$ cat src/design/sspq_pkg.sv
// ----------------------------------------------------------------------------
// sspq_pkg
// Sizes, types and helpers shared by the sorted priority queue core, its
// channel interfaces and its checker.
// ----------------------------------------------------------------------------
`default_nettype none

package sspq_pkg;

   localparam int CAPACITY      = 16;
   localparam int PRIORITY_BITS = 8;
   localparam int PAYLOAD_BITS  = 16;

   localparam int ADDR_BITS  = $clog2(CAPACITY);
   localparam int COUNT_BITS = $clog2(CAPACITY + 1);
   localparam int ENTRY_BITS = PRIORITY_BITS + PAYLOAD_BITS;

   typedef logic [ADDR_BITS-1:0]     addr_type;
   typedef logic [COUNT_BITS-1:0]    count_type;
   typedef logic [PRIORITY_BITS-1:0] priority_type;
   typedef logic [PAYLOAD_BITS-1:0]  payload_type;

   typedef struct packed {
      priority_type prio;
      payload_type  payload;
   } entry_type;

   typedef enum logic [1:0] {
      ST_OK    = 2'd0,
      ST_EMPTY = 2'd1,
      ST_FULL  = 2'd2
   } status_type;

   typedef enum logic {
      CMD_ENQUEUE = 1'b0,
      CMD_DEQUEUE = 1'b1
   } command_type;

   typedef struct packed {
      status_type   status;
      priority_type prio;
      payload_type  payload;
      count_type    count;
      logic         empty;
   } result_type;

   localparam addr_type  ADDR_LAST  = ADDR_BITS'(CAPACITY - 1);
   localparam count_type COUNT_FULL = COUNT_BITS'(CAPACITY);
   localparam count_type COUNT_ONE  = COUNT_BITS'(1);

   // circular buffer index step forward, wrapping at the capacity
   function automatic addr_type addr_next(input addr_type a);
      addr_type r;
      if (a == ADDR_LAST) r = '0;
      else                r = a + addr_type'(1);
      return r;
   endfunction

   // circular buffer index step back, wrapping at the capacity
   function automatic addr_type addr_prev(input addr_type a);
      addr_type r;
      if (a == '0) r = ADDR_LAST;
      else         r = a - addr_type'(1);
      return r;
   endfunction

endpackage

`default_nettype wire

$ cat src/design/sspq_if.sv
// ----------------------------------------------------------------------------
// sspq channel interfaces
// Request and response channels of the sorted priority queue, each a
// valid/ready handshake with its payload.
// ----------------------------------------------------------------------------
`default_nettype none

interface sspq_req_if;
   import sspq_pkg::*;

   logic         valid;
   logic         ready;
   logic         command;
   priority_type entry_priority;
   payload_type  entry_payload;

   modport source (output valid, command, entry_priority, entry_payload, input ready);
   modport sink   (input valid, command, entry_priority, entry_payload, output ready);
endinterface

interface sspq_rsp_if;
   import sspq_pkg::*;

   logic         valid;
   logic         ready;
   status_type   status;
   priority_type out_priority;
   payload_type  out_payload;
   count_type    entry_count;
   logic         is_empty;

   modport source (output valid, status, out_priority, out_payload, entry_count, is_empty,
                   input ready);
   modport sink   (input valid, status, out_priority, out_payload, entry_count, is_empty,
                   output ready);
endinterface

`default_nettype wire

$ cat src/design/sspq_ram.sv
// ----------------------------------------------------------------------------
// sspq_ram
// Generic simple dual-port RAM: one write port, one read port, read data
// registered.
// ----------------------------------------------------------------------------
`default_nettype none

module sspq_ram #(
   parameter int WIDTH = 8,
   parameter int DEPTH = 16
) (
   input  logic                     clock,
   input  logic                     wr_en,
   input  logic [$clog2(DEPTH)-1:0] wr_addr,
   input  logic [WIDTH-1:0]         wr_data,
   input  logic                     rd_en,
   input  logic [$clog2(DEPTH)-1:0] rd_addr,
   output logic [WIDTH-1:0]         rd_data
);

   logic [WIDTH-1:0] mem [DEPTH];
   logic [WIDTH-1:0] rd_data_ff;

   always_ff @(posedge clock) begin
      if (wr_en) begin
         mem[wr_addr] <= wr_data;
      end
      if (rd_en) begin
         rd_data_ff <= mem[rd_addr];
      end
   end

   assign rd_data = rd_data_ff;

endmodule

`default_nettype wire

$ cat src/design/stable_sorted_priority_queue_core.sv
// ----------------------------------------------------------------------------
// stable_sorted_priority_queue_core
// Bounded min-first priority queue. Entries sit in ascending priority order
// in a circular buffer held in one RAM; equal priorities leave in arrival
// order.
//
//   channel | dir | handshake           | payload
//   --------+-----+---------------------+------------------------------------
//   req_if  | in  | valid/ready         | command, entry_priority, entry_payload
//   rsp_if  | out | valid/ready         | status, out_priority, out_payload,
//           |     |                     | entry_count, is_empty
//
// One item at a time. A dequeue reads the head entry, takes the read data in
// S_DEQ, then passes the result through S_EMIT. Refused items and an enqueue
// into an empty queue go straight to S_EMIT. Other enqueues scan back from the
// tail in S_SCAN; the single RAM write port moves one entry a cycle. Reset
// clears the state, pointers, count and response valid only; the RAM needs no
// clearing pass. A stalled response waits in the output register; the next
// item is taken meanwhile and holds in its final state until the register frees.
// ----------------------------------------------------------------------------
`default_nettype none

module stable_sorted_priority_queue_core (
   input  logic       clock,
   input  logic       reset,
   sspq_req_if.sink   req_if,
   sspq_rsp_if.source rsp_if
);
   import sspq_pkg::*;

   typedef enum logic [4:0] {
      S_IDLE  = 5'b00001,
      S_SCAN  = 5'b00010,
      S_PLACE = 5'b00100,
      S_DEQ   = 5'b01000,
      S_EMIT  = 5'b10000
   } state_type;

   state_type  state_ff,    state_in;
   addr_type   head_ff,     head_in;
   addr_type   tail_ff,     tail_in;
   count_type  count_ff,    count_in;
   addr_type   hole_ff,     hole_in;
   addr_type   rd_ptr_ff,   rd_ptr_in;
   entry_type  new_ff,      new_in;
   result_type res_ff,      res_in;
   logic       rsp_valid_ff, rsp_valid_in;
   result_type rsp_data_ff, rsp_data_in;

   logic      req_transfer;
   logic      rsp_load;
   logic      rd_en;
   addr_type  rd_addr;
   entry_type rd_entry;
   logic      wr_en;
   addr_type  wr_addr;
   entry_type wr_entry;
   entry_type req_entry;
   count_type count_inc;
   count_type count_dec;

   sspq_ram #(
      .WIDTH (ENTRY_BITS),
      .DEPTH (CAPACITY)
   ) u_store (
      .clock   (clock),
      .wr_en   (wr_en),
      .wr_addr (wr_addr),
      .wr_data (wr_entry),
      .rd_en   (rd_en),
      .rd_addr (rd_addr),
      .rd_data (rd_entry)
   );

   assign req_if.ready = (state_ff == S_IDLE);
   assign req_transfer = req_if.valid && req_if.ready;
   assign rsp_load     = (state_ff == S_EMIT) && (!rsp_valid_ff || rsp_if.ready);

   assign req_entry.prio    = req_if.entry_priority;
   assign req_entry.payload = req_if.entry_payload;

   assign count_inc = count_ff + COUNT_ONE;
   assign count_dec = count_ff - COUNT_ONE;

   always_comb begin
      state_in  = state_ff;
      head_in   = head_ff;
      tail_in   = tail_ff;
      count_in  = count_ff;
      hole_in   = hole_ff;
      rd_ptr_in = rd_ptr_ff;
      new_in    = new_ff;
      res_in    = res_ff;
      rd_en     = 1'b0;
      rd_addr   = head_ff;
      wr_en     = 1'b0;
      wr_addr   = hole_ff;
      wr_entry  = new_ff;

      case (state_ff)
         S_IDLE: begin
            if (req_transfer) begin
               if (req_if.command == CMD_DEQUEUE) begin
                  if (count_ff == '0) begin
                     res_in   = '{ST_EMPTY, '0, '0, count_ff, 1'b1};
                     state_in = S_EMIT;
                  end else begin
                     rd_en    = 1'b1;
                     rd_addr  = head_ff;
                     state_in = S_DEQ;
                  end
               end else if (count_ff == COUNT_FULL) begin
                  res_in   = '{ST_FULL, '0, '0, count_ff, (count_ff == '0)};
                  state_in = S_EMIT;
               end else if (count_ff == '0) begin
                  // empty queue: drop the entry straight in at the tail
                  wr_en    = 1'b1;
                  wr_addr  = tail_ff;
                  wr_entry = req_entry;
                  tail_in  = addr_next(tail_ff);
                  count_in = count_inc;
                  res_in   = '{ST_OK, '0, '0, count_inc, 1'b0};
                  state_in = S_EMIT;
               end else begin
                  // open a hole at the tail and walk back towards the head
                  new_in    = req_entry;
                  hole_in   = tail_ff;
                  rd_ptr_in = addr_prev(tail_ff);
                  rd_en     = 1'b1;
                  rd_addr   = addr_prev(tail_ff);
                  state_in  = S_SCAN;
               end
            end
         end

         S_SCAN: begin
            wr_en   = 1'b1;
            wr_addr = hole_ff;
            if (rd_entry.prio > new_ff.prio) begin
               // move the larger entry up into the hole, hole moves down
               wr_entry = rd_entry;
               hole_in  = rd_ptr_ff;
               if (rd_ptr_ff == head_ff) begin
                  state_in = S_PLACE;
               end else begin
                  rd_ptr_in = addr_prev(rd_ptr_ff);
                  rd_en     = 1'b1;
                  rd_addr   = addr_prev(rd_ptr_ff);
               end
            end else begin
               wr_entry = new_ff;
               tail_in  = addr_next(tail_ff);
               count_in = count_inc;
               res_in   = '{ST_OK, '0, '0, count_inc, 1'b0};
               state_in = S_EMIT;
            end
         end

         S_PLACE: begin
            wr_en    = 1'b1;
            wr_addr  = hole_ff;
            wr_entry = new_ff;
            tail_in  = addr_next(tail_ff);
            count_in = count_inc;
            res_in   = '{ST_OK, '0, '0, count_inc, 1'b0};
            state_in = S_EMIT;
         end

         S_DEQ: begin
            head_in  = addr_next(head_ff);
            count_in = count_dec;
            res_in   = '{ST_OK, rd_entry.prio, rd_entry.payload, count_dec,
                         (count_ff == COUNT_ONE)};
            state_in = S_EMIT;
         end

         S_EMIT: begin
            if (rsp_load) begin
               state_in = S_IDLE;
            end
         end

         default: begin
            state_in = S_IDLE;
         end
      endcase
   end

   always_comb begin
      rsp_data_in  = rsp_data_ff;
      rsp_valid_in = rsp_valid_ff;
      if (rsp_load) begin
         rsp_data_in  = res_ff;
         rsp_valid_in = 1'b1;
      end else if (rsp_if.ready) begin
         rsp_valid_in = 1'b0;
      end
   end

   always_ff @(posedge clock) begin
      if (reset) begin
         state_ff     <= S_IDLE;
         head_ff      <= '0;
         tail_ff      <= '0;
         count_ff     <= '0;
         rsp_valid_ff <= 1'b0;
      end else begin
         state_ff     <= state_in;
         head_ff      <= head_in;
         tail_ff      <= tail_in;
         count_ff     <= count_in;
         rsp_valid_ff <= rsp_valid_in;
      end
   end

   always_ff @(posedge clock) begin
      hole_ff     <= hole_in;
      rd_ptr_ff   <= rd_ptr_in;
      new_ff      <= new_in;
      res_ff      <= res_in;
      rsp_data_ff <= rsp_data_in;
   end

   assign rsp_if.valid        = rsp_valid_ff;
   assign rsp_if.status       = rsp_data_ff.status;
   assign rsp_if.out_priority = rsp_data_ff.prio;
   assign rsp_if.out_payload  = rsp_data_ff.payload;
   assign rsp_if.entry_count  = rsp_data_ff.count;
   assign rsp_if.is_empty     = rsp_data_ff.empty;

endmodule

`default_nettype wire

$ cat src/flat_wrapper.sv
// flat-port wrapper written by rule: the top's interface ports become plain ports
module stable_sorted_priority_queue_core_flat import sspq_pkg::*;
  (clock, reset, req_if_valid, req_if_command, req_if_entry_priority, req_if_entry_payload, req_if_ready, rsp_if_valid, rsp_if_status, rsp_if_out_priority, rsp_if_out_payload, rsp_if_entry_count, rsp_if_is_empty, rsp_if_ready);
  sspq_req_if req_if_i ();
  sspq_rsp_if rsp_if_i ();
  input  logic clock;
  input  logic reset;
  input wire logic [$bits(req_if_i.valid)-1:0] req_if_valid;
  input wire logic [$bits(req_if_i.command)-1:0] req_if_command;
  input wire logic [$bits(req_if_i.entry_priority)-1:0] req_if_entry_priority;
  input wire logic [$bits(req_if_i.entry_payload)-1:0] req_if_entry_payload;
  output wire logic [$bits(req_if_i.ready)-1:0] req_if_ready;
  output wire logic [$bits(rsp_if_i.valid)-1:0] rsp_if_valid;
  output wire logic [$bits(rsp_if_i.status)-1:0] rsp_if_status;
  output wire logic [$bits(rsp_if_i.out_priority)-1:0] rsp_if_out_priority;
  output wire logic [$bits(rsp_if_i.out_payload)-1:0] rsp_if_out_payload;
  output wire logic [$bits(rsp_if_i.entry_count)-1:0] rsp_if_entry_count;
  output wire logic [$bits(rsp_if_i.is_empty)-1:0] rsp_if_is_empty;
  input wire logic [$bits(rsp_if_i.ready)-1:0] rsp_if_ready;
  assign req_if_i.valid = req_if_valid;
  assign req_if_i.command = req_if_command;
  assign req_if_i.entry_priority = req_if_entry_priority;
  assign req_if_i.entry_payload = req_if_entry_payload;
  assign req_if_ready = req_if_i.ready;
  assign rsp_if_valid = rsp_if_i.valid;
  assign rsp_if_status = rsp_if_i.status;
  assign rsp_if_out_priority = rsp_if_i.out_priority;
  assign rsp_if_out_payload = rsp_if_i.out_payload;
  assign rsp_if_entry_count = rsp_if_i.entry_count;
  assign rsp_if_is_empty = rsp_if_i.is_empty;
  assign rsp_if_i.ready = rsp_if_ready;
  stable_sorted_priority_queue_core u_core (.clock(clock), .reset(reset), .req_if(req_if_i), .rsp_if(rsp_if_i));
endmodule
$ cat config.mk
export PLATFORM = sky130hd
export DESIGN_NAME = stable_sorted_priority_queue_core_flat
export DESIGN_NICKNAME = d
export VERILOG_FILES = /design/src/design/sspq_pkg.sv /design/src/design/sspq_if.sv /design/src/design/sspq_ram.sv /design/src/design/stable_sorted_priority_queue_core.sv /design/src/flat_wrapper.sv
export SDC_FILE = /design/constraint.sdc
export NUM_CORES = 1
export LEC_CHECK = 0
export BUFFER_PORTS_ARGS = -buffer_cell sky130_fd_sc_hd__buf_2
export CAP_MARGIN = 20
export CORE_MARGIN = 4
export CORE_UTILIZATION = 56
export CTS_CLUSTER_SIZE = 25
export DETAILED_ROUTE_END_ITERATION = 10
export PLACE_DENSITY_LB_ADDON = 0.05
export SETUP_SLACK_MARGIN = 0.2
export SLEW_MARGIN = 20
export SYNTH_ARGS = -nofsm -noshare
export SYNTH_HDL_FRONTEND = slang
export SYNTH_HIERARCHICAL = 1
export SYNTH_SLANG_ARGS = --single-unit
$ cat constraint.sdc
create_clock -name clock -period 4.44 [get_ports clock]
set_input_delay 0.888 -clock clock [delete_from_list [all_inputs] [get_ports clock]]
set_output_delay 0.888 -clock clock [all_outputs]
set_load 0.02 [all_outputs]
==> metrics.cfg <==
[finish]
drive_above_1_share_pct=27.32
regArea_sq_mm=0.01551
syn2layout_area_growth_pct=14.76
fin_area_sq_mm=0.02357
diodes=0
nets=1230
multi_input_area_sq_mm=0.004882
fillCellCount=2410

[clocking]
numClockSinks=523
cts_buffers=51
h-tree-depth=2
clk_pin_slew_ns=0.06
clk_path_buf_depth=3
ctsRootBufferMaster=clkbuf_16
cts_tree=done
clkLatencyLatePin_ns=0.59

[min_path]
whs_path_depth=0
hp-class=reg -> reg

[sta]
worst_clock_skew_ns=0.01612
setup_viol=0
fin_crit_ns=4.089
min_period_over_period_pct=92.09
worst_pin_slew_ns=0.9564
clock.fmax_ghz=0.2446
finalSetupTns_ns=0
drv_slew=0
slew_headroom_pct=36.17
hold_viol=0
rsz0062_at_grt=false

[setup_path]
cp.depth=12
worstRegToRegCells=12
path_buf_inv=2
r2r_end=u_core/u_store/rd_data[19]
slowest_delay_ns=0.50
cp-startpoint=u_core/u_store/rd_data[23]
cp_max_fo=18
worst-setup-path-type=reg -> reg
cp.required_ns=4.76
end_kind=flip-flop
start_kind=flip-flop
r2r-start=u_core/u_store/rd_data[23]
crit_family=simple AND/OR/NAND/NOR gates
slowest_stage=nor3b_4
endpoint=u_core/u_store/rd_data[19]
r2r_setup_slack_ns=0.35
critPathArrivalTime_ns=4.41
worstPathCellList=ha_1 -> nand2_1 -> o211a_1 -> or3_1 -> nor3b_4 -> nor2_2 -> a221o_4 -> buf_12 -> buf_12 -> mux4_2 -> a22oi_1 -> nand2_1

[yosys]
avgSynthCellArea_sq_um=19.32
yosysSeqAreaShare_pct=75.55
yosysWarnings=6
ys_ff_latch=523
syn_inst=1063
synth_area_sq_mm=0.02053
synthFlopType=edfxtp_1
yosys-top-cells-area=edfxtp_1 74%, mux4_2 11%, a22oi_1 2.0%
synth_area_leader_cell=edfxtp_1
ys_types=56
syn-num-nets=1108
synth_async_sr_flop_share_pct=0
yosys.area.top_type_share_pct=73.70
synth_edf_count=504

[power_and_ir_drop]
power_density_mw_per_mm2=496.7
p_leak_nw=7.755
ir_drop_v=0.0003670

[floorplan]
placementRows=69
die_h_um=199.5
core-area_sq_mm=0.03583
dieArea_sq_mm=0.03980
initial_utilization_pct=57.31
io_pins=63
fp.dieW_um=199.5

[detailed_routing]
drcViolationCount=0
drtAntennaViolNets=0
wl_per_cell_um=28.04
viasPerCell=6.293
firstDrtPassIters=5
routed_wl_mm=47.31
drtIter0Drc=1167
vias=10620

[placed_design]
globalplace.congestion=0.8179
dpl_cell_area_sq_mm=0.02187
numPortBuffers=62
hpwl_mm=26.65

[global_route]
grt_pass1_vias=10560
track_usage_pct=24.03
antenna_found_initial=0
grt_pass1_wl_mm=69.18
grt_max_degree=97
grt.overflow.total=0

[run_status]
status=completed

[flow_run]
maxCapViolations=0

==> worst min-delay path by stage <==
| stage | startpoint | endpoint | slack [ns] |
|---|---|---|---|
| 6_report | u_core/res_ff[28] | u_core/rsp_if.out_priority[6] | 0.42 |
| 4_1_cts | u_core/res_ff[28] | u_core/rsp_if.out_priority[6] | 0.42 |
| 3_5_place_dp | u_core/res_ff[1] | u_core/rsp_if.entry_count[0] | 0.40 |
| 3_3_place_gp | u_core/res_ff[6] | u_core/rsp_if.out_payload[0] | 0.40 |
| 5_1_grt | u_core/res_ff[1] | u_core/rsp_if.entry_count[0] | 0.43 |
| 2_1_floorplan | u_core/res_ff[1] | u_core/rsp_if.entry_count[0] | 0.40 |
==> cell type report <==
cell class / count / area share, %
inverter: 23 / 0.3664
multi-input combinational: 462 / 20.72
clock buffer: 65 / 5.819
sequential: 523 / 65.84
clock inverter: 29 / 0.9345
tap: 461 / 2.448
timing repair buffer: 124 / 3.876
==> layer usage <==
layer	share of wire, %	track usage [%]	vias to the layer above
met4	1.8	5.862	0
met5	0	0	-
met2	48	37.80	457
met1	42	35.92	5509
met3	7.7	4.232	64
li1	-	-	4586
==> layout by cell type, fill, tap and decap left out, types with 14 or more instances in the layout <==
cell / instances
clkbuf_16: 53
a22oi_1: 56
inv_1: 23
a21o_1: 18
ha_1: 16
nand2_1: 41
buf_4: 51
a22o_1: 18
clkinv_1: 14
and2_1: 29
edfxtp_1: 504
dfxtp_1: 19
nor2_1: 27
a21oi_1: 22
mux4_2: 96
nor2_4: 14
buf_2: 62
==> Yosys cell counts, drive strengths merged (5+ instances only) <==
library cell  count
a21o             18
a21oi            22
a22o             18
a22oi            56
and2             29
buf              23
clkbuf           33
dfxtp            19
edfxtp          504
ha               16
inv              23
mux2              8
mux4             96
nand2            41
nand3b            7
nor2             43
nor2b             5
nor3              9
o21ai            13
o31ai            12
xnor2             9
==> registers in the layout, indices dropped and copies added (netlist names) <==
name and cells:
u_core/count_ff 5, u_core/head_ff 4, u_core/u_store/mem 384, u_core/res_ff 32, u_core/hole_ff 4, u_core/rd_ptr_ff 4, u_core/rsp_if.is_empty 1, u_core/new_ff 24
u_core/tail_ff 4, u_core/u_store/rd_data 24, u_core/rsp_if.entry_count 5, u_core/rsp_if.status 2, u_core/rsp_if.valid 1, u_core/rsp_if.out_priority 8, u_core/state_ff 5, u_core/rsp_if.out_payload 16
==> report_power, final <==
group          switching (W)  leakage (nW)  internal (W)
clock network        0.00178         0.781       0.00236
logic               0.000959          2.25      0.000503
registers           0.000106          4.73       0.00601
==> metrics by stage <==
step / util [%] / total power, W / setup WS (ns) / cells / hold slack, ns
floorplan: - / 0.007109 / 0.3154 / 1063 / 0.4003
global placement: 61.04 / 0.007628 / 0.3899 / 1584 / 0.4008
detailed placement: 61.04 / 0.007658 / 0.2956 / 1584 / 0.4045
CTS: 65.48 / 0.01178 / 0.3058 / 1678 / 0.4176
global route: 65.77 / 0.01216 / 0.2276 / 1687 / 0.4274
finish: 65.77 / 0.01171 / 0.3514 / 1687 / 0.4166
==> what timing repair did <==
action,CTS,global route
setup buffers,0,8
setup endpoints to repair,0,22
resized for setup,0,3
hold buffers,0,0
==> cells by family (layout without fill, tap and decap cells) <==
logic type / count (synthesis) / in the layout / share of synthesized area [%]
compound gates: 161 / 162 / 5.789
buf+inv: 79 / 241 / 1.779
fa+ha+maj: 16 / 16 / 0.9749
flops: 523 / 523 / 75.55
mux: 107 / 107 / 11.11
xor+xnor: 12 / 12 / 0.5119
simple gates: 165 / 165 / 4.277
No activity file was read; power rests on OpenSTA's default activity.
